[config.mk]
export PLATFORM = sky130hd
export DESIGN_NAME = grid_ring_neighbor_walker_top
export DESIGN_NICKNAME = d
export VERILOG_FILES = /design/src/rtl/grnw_pkg.sv /design/src/rtl/grnw_front.sv /design/src/rtl/grnw_queue.sv /design/src/rtl/grnw_walker.sv /design/src/rtl/grid_ring_neighbor_walker_top.sv
export SDC_FILE = /design/constraint.sdc
export NUM_CORES = 1
export LEC_CHECK = 0
export ABC_AREA = 0
export BUFFER_PORTS_ARGS = -buffer_cell sky130_fd_sc_hd__buf_2
export CAP_MARGIN = 20
export CORE_MARGIN = 5
export CORE_UTILIZATION = 60
export DETAILED_ROUTE_END_ITERATION = 12
export HOLD_SLACK_MARGIN = 0.03
export MAX_ROUTING_LAYER = met4
export PLACE_DENSITY = 0.81
export SLEW_MARGIN = 5
export SYNTH_ARGS = -nofsm -noshare
export SYNTH_HDL_FRONTEND = slang
export SYNTH_SLANG_ARGS = --single-unit
[constraint.sdc]
create_clock -name clk -period 6.4 [get_ports clk]
set_input_delay 0.64 -clock clk [delete_from_list [all_inputs] [get_ports clk]]
set_output_delay 0.64 -clock clk [all_outputs]
set_load 0.02 [all_outputs]
[src/rtl/grnw_pkg.sv]
package grnw_pkg;

	// Field and register widths fixed by the interface.
	localparam int unsigned CFG_W = 7;
	localparam int unsigned IDX_W = 12;
	localparam int unsigned LVL_W = 4;

	// Largest value a dimension register can hold.
	localparam int unsigned CFG_MAX = (1 << CFG_W) - 1;

	// Signed ring coordinate: index plus level plus sign.
	localparam int unsigned CRD_W = 14;

	// Cell counter of one ring, wide enough for eight times the level.
	localparam int unsigned CNT_W = LVL_W + 3;

	// Number of jobs held between divider and walker.
	localparam int unsigned Q_DEPTH = 2;

	// Default parameter values.
	localparam int unsigned MAX_DIM_DEF   = 64;
	localparam int unsigned MAX_LEVEL_DEF = 8;

	// Register indexes on the configuration port.
	typedef enum logic {
		REG_COLUMNS = 1'b0,
		REG_ROWS    = 1'b1
	} reg_idx_t;

	// One job handed from the divider to the walker.
	typedef struct packed {
		logic [CFG_W-1:0] cx;
		logic [IDX_W-1:0] cy;
		logic [LVL_W-1:0] lvl;
		logic [CFG_W-1:0] cols;
		logic [CFG_W-1:0] rows;
	} job_t;

	// Fill status of the job queue.
	typedef struct packed {
		logic full;
		logic empty;
	} qstat_t;

endpackage

[src/rtl/grnw_front.sv]
module grnw_front #(
	parameter int unsigned MAX_LEVEL = grnw_pkg::MAX_LEVEL_DEF
) (
	input  logic                       clk,
	input  logic                       arst_n,
	input  logic                       s_tvalid,
	output logic                       s_tready,
	// center_index [11:0], ring_level [15:12]
	input  logic [15:0]                s_tdata,
	input  logic [grnw_pkg::CFG_W-1:0] cols,
	input  logic [grnw_pkg::CFG_W-1:0] rows,
	input  grnw_pkg::qstat_t           qstat,
	output logic                       push,
	output grnw_pkg::job_t             job
);

	localparam int unsigned CFG_W = grnw_pkg::CFG_W;
	localparam int unsigned IDX_W = grnw_pkg::IDX_W;
	localparam int unsigned LVL_W = grnw_pkg::LVL_W;
	localparam int unsigned STP_W = $clog2(IDX_W);

	typedef enum logic [1:0] {
		F_IDLE,
		F_DIV,
		F_PUSH
	} fstate_t;

	fstate_t            state_q;
	logic [STP_W-1:0]   step_q;
	logic [IDX_W-1:0]   quot_q;
	logic [CFG_W-1:0]   rem_q;
	logic [LVL_W-1:0]   lvl_q;
	logic [CFG_W-1:0]   cols_q;
	logic [CFG_W-1:0]   rows_q;

	logic [IDX_W-1:0]   in_idx;
	logic [LVL_W-1:0]   in_lvl;
	logic [LVL_W-1:0]   lvl_clamped;
	logic [CFG_W:0]     trial;
	logic               qbit;
	logic [CFG_W-1:0]   rem_next;

	assign in_idx = s_tdata[IDX_W-1:0];
	assign in_lvl = s_tdata[IDX_W+LVL_W-1:IDX_W];
	assign lvl_clamped = (in_lvl > LVL_W'(MAX_LEVEL)) ? LVL_W'(MAX_LEVEL) : in_lvl;

	// One restoring division step: bring down the next dividend bit.
	assign trial = {rem_q, quot_q[IDX_W-1]};
	assign qbit = (trial >= {1'b0, cols_q});
	assign rem_next = qbit ? CFG_W'(trial - {1'b0, cols_q}) : trial[CFG_W-1:0];

	assign s_tready = (state_q == F_IDLE);
	assign push = (state_q == F_PUSH) && !qstat.full;

	// The quotient is the centre row, the remainder the centre column.
	always_comb begin
		job.cx   = rem_q;
		job.cy   = quot_q;
		job.lvl  = lvl_q;
		job.cols = cols_q;
		job.rows = rows_q;
	end

	// Sequencer of the divider.
	always_ff @(posedge clk or negedge arst_n) begin
		if (!arst_n) begin
			state_q <= F_IDLE;
			step_q  <= '0;
		end else begin
			unique case (state_q)
				F_IDLE: begin
					if (s_tvalid) begin
						state_q <= F_DIV;
						step_q  <= '0;
					end
				end
				F_DIV: begin
					step_q <= step_q + 1'b1;
					if (step_q == STP_W'(IDX_W - 1)) begin
						state_q <= F_PUSH;
					end
				end
				F_PUSH: begin
					if (!qstat.full) begin
						state_q <= F_IDLE;
					end
				end
				default: state_q <= F_IDLE;
			endcase
		end
	end

	// Divider datapath and captured job fields.
	always_ff @(posedge clk) begin
		if (state_q == F_IDLE && s_tvalid) begin
			quot_q <= in_idx;
			rem_q  <= '0;
			lvl_q  <= lvl_clamped;
			cols_q <= cols;
			rows_q <= rows;
		end else if (state_q == F_DIV) begin
			quot_q <= {quot_q[IDX_W-2:0], qbit};
			rem_q  <= rem_next;
		end
	end

endmodule

[src/rtl/grnw_queue.sv]
module grnw_queue (
	input  logic             clk,
	input  logic             arst_n,
	input  logic             push,
	input  grnw_pkg::job_t   wr_job,
	input  logic             pop,
	output grnw_pkg::job_t   rd_job,
	output grnw_pkg::qstat_t qstat
);

	localparam int unsigned DEPTH = grnw_pkg::Q_DEPTH;
	localparam int unsigned PTR_W = (DEPTH > 1) ? $clog2(DEPTH) : 1;
	localparam int unsigned CNT_W = $clog2(DEPTH + 1);

	grnw_pkg::job_t   mem_q [DEPTH];
	logic [PTR_W-1:0] wr_ptr_q;
	logic [PTR_W-1:0] rd_ptr_q;
	logic [CNT_W-1:0] count_q;

	assign qstat.full  = (count_q == CNT_W'(DEPTH));
	assign qstat.empty = (count_q == '0);
	assign rd_job = mem_q[rd_ptr_q];

	// Pointers and fill count.
	always_ff @(posedge clk or negedge arst_n) begin
		if (!arst_n) begin
			wr_ptr_q <= '0;
			rd_ptr_q <= '0;
			count_q  <= '0;
		end else begin
			if (push) begin
				wr_ptr_q <= (wr_ptr_q == PTR_W'(DEPTH - 1)) ? '0 : wr_ptr_q + 1'b1;
			end
			if (pop) begin
				rd_ptr_q <= (rd_ptr_q == PTR_W'(DEPTH - 1)) ? '0 : rd_ptr_q + 1'b1;
			end
			if (push && !pop) begin
				count_q <= count_q + 1'b1;
			end else if (pop && !push) begin
				count_q <= count_q - 1'b1;
			end
		end
	end

	// Job storage.
	always_ff @(posedge clk) begin
		if (push) begin
			mem_q[wr_ptr_q] <= wr_job;
		end
	end

endmodule

[src/rtl/grnw_walker.sv]
module grnw_walker (
	input  logic                 clk,
	input  logic                 arst_n,
	input  grnw_pkg::job_t       job,
	input  grnw_pkg::qstat_t     qstat,
	output logic                 pop,
	output logic                 m_tvalid,
	input  logic                 m_tready,
	// neighbor_index [11:0], zero [15:12]
	output logic [15:0]          m_tdata,
	// found [0]
	output logic                 m_tuser,
	output logic                 m_tlast
);

	localparam int unsigned CFG_W = grnw_pkg::CFG_W;
	localparam int unsigned IDX_W = grnw_pkg::IDX_W;
	localparam int unsigned LVL_W = grnw_pkg::LVL_W;
	localparam int unsigned CRD_W = grnw_pkg::CRD_W;
	localparam int unsigned CNT_W = grnw_pkg::CNT_W;
	localparam int unsigned LIN_W = 2 * CFG_W;

	typedef enum logic [1:0] {
		W_IDLE,
		W_WALK,
		W_FLUSH
	} wstate_t;

	wstate_t                  state_q;
	logic signed [CRD_W-1:0]  x_q;
	logic signed [CRD_W-1:0]  y_q;
	logic [CNT_W-1:0]         n_q;
	logic [LVL_W-1:0]         lvl_q;
	logic [CFG_W-1:0]         cols_q;
	logic [CFG_W-1:0]         rows_q;
	logic                     pend_v_q;
	logic [IDX_W-1:0]         pend_q;
	logic                     out_v_q;
	logic [IDX_W-1:0]         out_idx_q;
	logic                     out_found_q;
	logic                     out_last_q;

	logic                     out_free;
	logic                     out_load;
	logic                     in_grid;
	logic [LIN_W-1:0]         lin;
	logic [CNT_W-1:0]         l2;
	logic [CNT_W-1:0]         l4;
	logic [CNT_W-1:0]         l6;
	logic [CNT_W-1:0]         l8;
	logic [CNT_W-1:0]         n_last;

	assign out_free = !out_v_q || m_tready;
	assign pop = (state_q == W_IDLE) && !qstat.empty;

	// A held cell is released by the next in-grid cell or by the end of the walk.
	assign out_load = out_free &&
		(((state_q == W_WALK) && in_grid && pend_v_q) || (state_q == W_FLUSH));

	// Leg boundaries along the ring: 2L, 4L, 6L cells.
	assign l2 = CNT_W'({lvl_q, 1'b0});
	assign l4 = CNT_W'({lvl_q, 2'b0});
	assign l6 = l2 + l4;
	assign l8 = CNT_W'({lvl_q, 3'b0});
	assign n_last = (lvl_q == '0) ? '0 : l8 - 1'b1;

	// Bounds test of the current cell and its linear index.
	assign in_grid = !x_q[CRD_W-1] && !y_q[CRD_W-1] &&
		(x_q < $signed(CRD_W'(cols_q))) && (y_q < $signed(CRD_W'(rows_q)));
	assign lin = LIN_W'(y_q[CFG_W-1:0]) * LIN_W'(cols_q) + LIN_W'(x_q[CFG_W-1:0]);

	assign m_tvalid = out_v_q;
	assign m_tdata  = 16'(out_idx_q);
	assign m_tuser  = out_found_q;
	assign m_tlast  = out_last_q;

	// Ring sequencer: one cell a cycle while the output beat is free; the last
	// in-grid cell is held back until the walk shows whether it closes the run.
	always_ff @(posedge clk or negedge arst_n) begin
		if (!arst_n) begin
			state_q     <= W_IDLE;
			pend_v_q    <= 1'b0;
			out_v_q     <= 1'b0;
			out_idx_q   <= '0;
			out_found_q <= 1'b0;
			out_last_q  <= 1'b0;
		end else begin
			// The output beat is refilled or emptied once it has been taken.
			if (out_load) begin
				out_v_q <= 1'b1;
			end else if (m_tready) begin
				out_v_q <= 1'b0;
			end
			unique case (state_q)
				W_IDLE: begin
					if (!qstat.empty) begin
						state_q  <= W_WALK;
						pend_v_q <= 1'b0;
					end
				end
				W_WALK: begin
					if (out_free) begin
						if (in_grid) begin
							if (pend_v_q) begin
								out_idx_q   <= pend_q;
								out_found_q <= 1'b1;
								out_last_q  <= 1'b0;
							end
							pend_v_q <= 1'b1;
						end
						if (n_q == n_last) begin
							state_q <= W_FLUSH;
						end
					end
				end
				W_FLUSH: begin
					if (out_free) begin
						out_idx_q   <= pend_v_q ? pend_q : '0;
						out_found_q <= pend_v_q;
						out_last_q  <= 1'b1;
						pend_v_q    <= 1'b0;
						state_q     <= W_IDLE;
					end
				end
				default: state_q <= W_IDLE;
			endcase
		end
	end

	// Walk position: start at the bottom-left corner, then right, up, left, down.
	always_ff @(posedge clk) begin
		if (pop) begin
			x_q    <= $signed(CRD_W'(job.cx)) - $signed(CRD_W'(job.lvl));
			y_q    <= $signed(CRD_W'(job.cy)) + $signed(CRD_W'(job.lvl));
			n_q    <= '0;
			lvl_q  <= job.lvl;
			cols_q <= job.cols;
			rows_q <= job.rows;
		end else if (state_q == W_WALK && out_free) begin
			n_q <= n_q + 1'b1;
			if (in_grid) begin
				pend_q <= lin[IDX_W-1:0];
			end
			if (n_q < l2) begin
				x_q <= x_q + 2'sd1;
			end else if (n_q < l4) begin
				y_q <= y_q - 2'sd1;
			end else if (n_q < l6) begin
				x_q <= x_q - 2'sd1;
			end else begin
				y_q <= y_q + 2'sd1;
			end
		end
	end

endmodule

[src/rtl/grid_ring_neighbor_walker_top.sv]
// Ring walker on a rectangular grid. Each input beat carries a linear centre
// index and a ring level; the block answers with one output beat for every
// grid cell at that Chebyshev distance, in the order bottom row left to
// right, right column upward, top row right to left, left column downward,
// and marks the final beat with tlast. A ring with no cell inside the grid
// gives one beat with found (tuser) low, index zero and tlast high. The
// front splits the index into column and row with a restoring divider and
// takes a new item only once its last job is in the queue; the back walks
// the ring one cell per cycle while tready does not hold the output back.
// A two-entry job queue lets both run at once. Grid dimensions are sampled
// when an item is taken.
module grid_ring_neighbor_walker_top #(
	parameter int unsigned MAX_DIM   = grnw_pkg::MAX_DIM_DEF,
	parameter int unsigned MAX_LEVEL = grnw_pkg::MAX_LEVEL_DEF
) (
	input  logic        clk,
	input  logic        arst_n,
	input  logic        s_tvalid,
	output logic        s_tready,
	// center_index [11:0], ring_level [15:12]
	input  logic [15:0] s_tdata,
	output logic        m_tvalid,
	input  logic        m_tready,
	// neighbor_index [11:0], zero [15:12]
	output logic [15:0] m_tdata,
	// found [0]
	output logic        m_tuser,
	output logic        m_tlast,
	input  logic        psel,
	input  logic        penable,
	input  logic        pwrite,
	input  logic [2:0]  paddr,
	input  logic [31:0] pwdata,
	output logic [31:0] prdata,
	output logic        pready
);

	localparam int unsigned CFG_W = grnw_pkg::CFG_W;
	localparam int unsigned DCAP  =
		(MAX_DIM < grnw_pkg::CFG_MAX) ? MAX_DIM : grnw_pkg::CFG_MAX;

	logic [CFG_W-1:0]   columns_q;
	logic [CFG_W-1:0]   rows_q;
	logic [CFG_W-1:0]   cols_eff;
	logic [CFG_W-1:0]   rows_eff;
	grnw_pkg::reg_idx_t reg_sel;
	logic               cfg_wr;

	logic               push;
	logic               pop;
	grnw_pkg::job_t     wr_job;
	grnw_pkg::job_t     rd_job;
	grnw_pkg::qstat_t   qstat;

	// Register file on the configuration port.
	assign pready  = 1'b1;
	assign reg_sel = grnw_pkg::reg_idx_t'(paddr[2]);
	assign cfg_wr  = psel && penable && pwrite && pready;

	always_ff @(posedge clk or negedge arst_n) begin
		if (!arst_n) begin
			columns_q <= CFG_W'(16);
			rows_q    <= CFG_W'(16);
		end else if (cfg_wr) begin
			unique case (reg_sel)
				grnw_pkg::REG_COLUMNS: columns_q <= pwdata[CFG_W-1:0];
				grnw_pkg::REG_ROWS:    rows_q    <= pwdata[CFG_W-1:0];
				default: ;
			endcase
		end
	end

	always_comb begin
		unique case (reg_sel)
			grnw_pkg::REG_COLUMNS: prdata = 32'(columns_q);
			grnw_pkg::REG_ROWS:    prdata = 32'(rows_q);
			default:               prdata = '0;
		endcase
	end

	// A zero dimension counts as one, a large one is capped.
	always_comb begin
		cols_eff = columns_q;
		if (columns_q == '0) begin
			cols_eff = CFG_W'(1);
		end else if (columns_q > CFG_W'(DCAP)) begin
			cols_eff = CFG_W'(DCAP);
		end
		rows_eff = rows_q;
		if (rows_q == '0) begin
			rows_eff = CFG_W'(1);
		end else if (rows_q > CFG_W'(DCAP)) begin
			rows_eff = CFG_W'(DCAP);
		end
	end

	grnw_front #(
		.MAX_LEVEL(MAX_LEVEL)
	) u_front (
		.clk     (clk),
		.arst_n  (arst_n),
		.s_tvalid(s_tvalid),
		.s_tready(s_tready),
		.s_tdata (s_tdata),
		.cols    (cols_eff),
		.rows    (rows_eff),
		.qstat   (qstat),
		.push    (push),
		.job     (wr_job)
	);

	grnw_queue u_queue (
		.clk   (clk),
		.arst_n(arst_n),
		.push  (push),
		.wr_job(wr_job),
		.pop   (pop),
		.rd_job(rd_job),
		.qstat (qstat)
	);

	grnw_walker u_walker (
		.clk     (clk),
		.arst_n  (arst_n),
		.job     (rd_job),
		.qstat   (qstat),
		.pop     (pop),
		.m_tvalid(m_tvalid),
		.m_tready(m_tready),
		.m_tdata (m_tdata),
		.m_tuser (m_tuser),
		.m_tlast (m_tlast)
	);

`ifndef SYNTH
	// The divider never writes into a full queue.
	a_push_room: assert property (@(posedge clk) disable iff (!arst_n)
		push |-> !qstat.full)
		else $error("job written into a full queue");

	// The walker never takes a job from an empty queue.
	a_pop_avail: assert property (@(posedge clk) disable iff (!arst_n)
		pop |-> !qstat.empty)
		else $error("job taken from an empty queue");

	// An empty-ring beat is always alone and carries index zero.
	a_empty_ring: assert property (@(posedge clk) disable iff (!arst_n)
		(m_tvalid && !m_tuser) |-> (m_tlast && m_tdata == 16'd0))
		else $error("empty-ring beat without tlast or with nonzero index");
`endif

endmodule
==> results.toml <==
[sta]
setup_ws_ns = 1.640
worst_slew_pin_slew_ns = 1.014
fmax_ghz = 0.2101
fin_crit_sh = 0.7437
rsz0062_at_grt = "no"
tns_ns = 0
fin_worst_skew_ns = 0.01248
hold_violations = 0
whs_ns = 0.03515
finalSetupViolCount = 0
slew_violations = 0
final.min_clock_period_ns = 4.760
max-slew-margin-rel = 0.3154

[worst_setup_path]
reg2reg_from = "u_walker.y_q[3]"
crit_fanout = 9
crit_arrival_ns = 5.04
cp.required_ns = 6.68
critPathKind = "register to register"
reg2reg_depth = 16
reg2reg_to = "u_walker.pend_q[11]"
rrSetupSlack_ns = 1.64
end_kind = "register"
setup.worst_path.start_class = "register"

[clock_network]
clock_sinks = 218
clk_latency_ns = 0.54
holdBufCountCts = 0
clock_path_buffers = 3
clk_pin_slew_ns = 0.06
cts-root-buf = "clkbuf_16"
h-tree-depth = 1
post_cts_resized = 0
cts_setup_buffers = 0
cts_tree = "built"
cts_made_buffers = 24

[cells_and_area]
fin_util = 0.6681
final.fill_count = 1608
num_antenna_cells = 0
final_cell_mix = "162 x edfxtp_1, 118 x inv_1, 105 x ha_1, 103 x nand2_1, 53 x buf_2"
final_nets = 1421
area_growth_pct = 10.38
drive_gt1_frac = 0.1282
layout_commonest_cell = "edfxtp_1"

[global_routing]
track_usage = 0.2144
grt_start_max_net_pins = 48
grt_pass1_vias = 8627
overflow = 0
grt_pass1_wl_um = 41910
antenna_found_initial = 0

[placed_design]
io_buffer_count = 53
gp_congestion = 0.9503
pre_cts_slack_ns = 1.617
hpwlAfterDp_um = 18570

[logic_synthesis]
yosysSeqAreaShare = 0.4737
synth_cell_types = 73
synth-seq-cells = 218
netlist_instances = 1161
async_flop_share = 0.1927
synth_area_per_cell_um2 = 11.27
ys_warn_count = 0
synth_edf_count = 162
yosys_most_used_dff = "edfxtp_1"
syn-cell-area_um2 = 13090

[detailed_routing]
wl_per_cell_um = 16.69
antenna_left = 0
dr.first_iter.drc_count = 436
wirelength_um = 25370
via_per_inst = 5.645
drtPass1Iterations = 6
drcViolationCount = 0
vias = 8581

[hold_path]
hold_path_class = "primary input to async pin"

[status]
outcome = "finished clean"

[floorplan]
ioPinCount = 111
fp.coreArea_um2 = 21620
initial_core_util = 0.6053
die_y_um = 157.7
rows = 54
die_x_um = 157.7
die_area_um2 = 24860

[job]
maxCapViolCount = 0
[per-layer routing]
layer  part of all wire  track usage
met1               0.42       0.2661
met2               0.49       0.3618
met3              0.050      0.02816
met4              0.041      0.07866
met5                  0            -
[kinds of logic (layout without fill, tap and decap cells)]
group                    after synthesis  after routing  share of synthesized area
buffers and inverters                175            226                    0.05976
XOR/XNOR                              65             65                    0.04455
AND/OR/NAND/NOR                      298            298                     0.1111
adder cells (fa/ha/maj)              141            141                     0.1555
multiplexers                          82             82                    0.06731
other                                  2             30                  0.0005739
AO/OA/AOI/OAI                        180            180                    0.08758
flip-flops                           218            218                     0.4737
[sequential cells by signal (all words and copies together) (netlist names), 12 cells and up]
name	count
u_front.quot_q	12
u_queue.mem_q	74
u_walker.out_idx_q	12
u_walker.pend_q	12
u_walker.x_q	14
u_walker.y_q	14
[cells in the mapped netlist, drive strengths merged (4+ instances only)]
cell	n	area, um2
nor3	9	45.04
ha	105	1314
nand2b	10	62.56
clkbuf	20	75.07
mux2i	34	340.3
o21a	6	45.04
o21ai	53	265.3
a211oi	7	52.55
xor2	24	210.2
dfrtp	40	1001
inv	118	442.9
nor2b	27	168.9
nor4	7	43.79
dfxtp	14	280.3
or3	6	37.54
o31ai	5	37.54
nor2	52	197.7
o21bai	4	30.03
a21o	8	60.06
o211ai	6	45.04
mux2	48	540.5
xnor2	40	350.3
and3	7	43.79
edfxtp	162	4865
fa	36	720.7
nand2	103	386.6
o22ai	7	43.79
nand3	30	150.1
nand4	9	56.30
buf	36	260.3
a21boi	4	30.02
a21oi	50	265.3
and2	24	150.1
nand3b	4	30.03
[worst max-delay path by stage]
stage	start	endpoint	slack [ns]	cells past startpoint
3_5_place_dp	u_walker.y_q[3]	u_walker.pend_q[11]	1.62	16
6_report	u_walker.y_q[3]	u_walker.pend_q[11]	1.64	16
3_3_place_gp	u_walker.y_q[3]	u_walker.pend_q[11]	1.65	16
4_1_cts	u_walker.y_q[3]	u_walker.pend_q[11]	1.60	16
2_1_floorplan	u_walker.y_q[3]	u_walker.pend_q[11]	1.91	16
5_1_grt	u_walker.y_q[3]	u_walker.pend_q[11]	1.45	16
[layout make-up]
type	instances	area (um2)	share of cell area
Multi-Input combinational cell	796	6222	0.4307
Sequential cell	218	6200	0.4292
Timing Repair Buffer	63	385.4	0.02668
Clock buffer	27	611.8	0.04236
Tap cell	280	350.3	0.02425
Clock inverter	17	229.0	0.01585
Inverter	119	446.7	0.03092
[metrics by stage]
step	instance area, um2	cells
floorplan	13190	1189
global placement	13540	1473
detailed placement	13540	1473
CTS	14380	1517
global route	14450	1520
finish	14450	1520
[worst max-delay path, cell delays in order (launching register included)]
cell,delay (ns)
edfxtp_1,0.54
and2_1,0.23
fa_1,0.53
inv_1,0.05
fa_1,0.47
inv_1,0.05
fa_1,0.53
inv_1,0.06
fa_1,0.53
inv_1,0.04
ha_1,0.35
nand3_1,0.11
o211ai_1,0.10
or4_1,0.40
o311ai_0,0.15
o21ai_0,0.20
xnor2_1,0.15
Power is left out: the tool's default activity adds up to more than one toggle a clock period on the data nets, which glitch-free logic cannot reach.
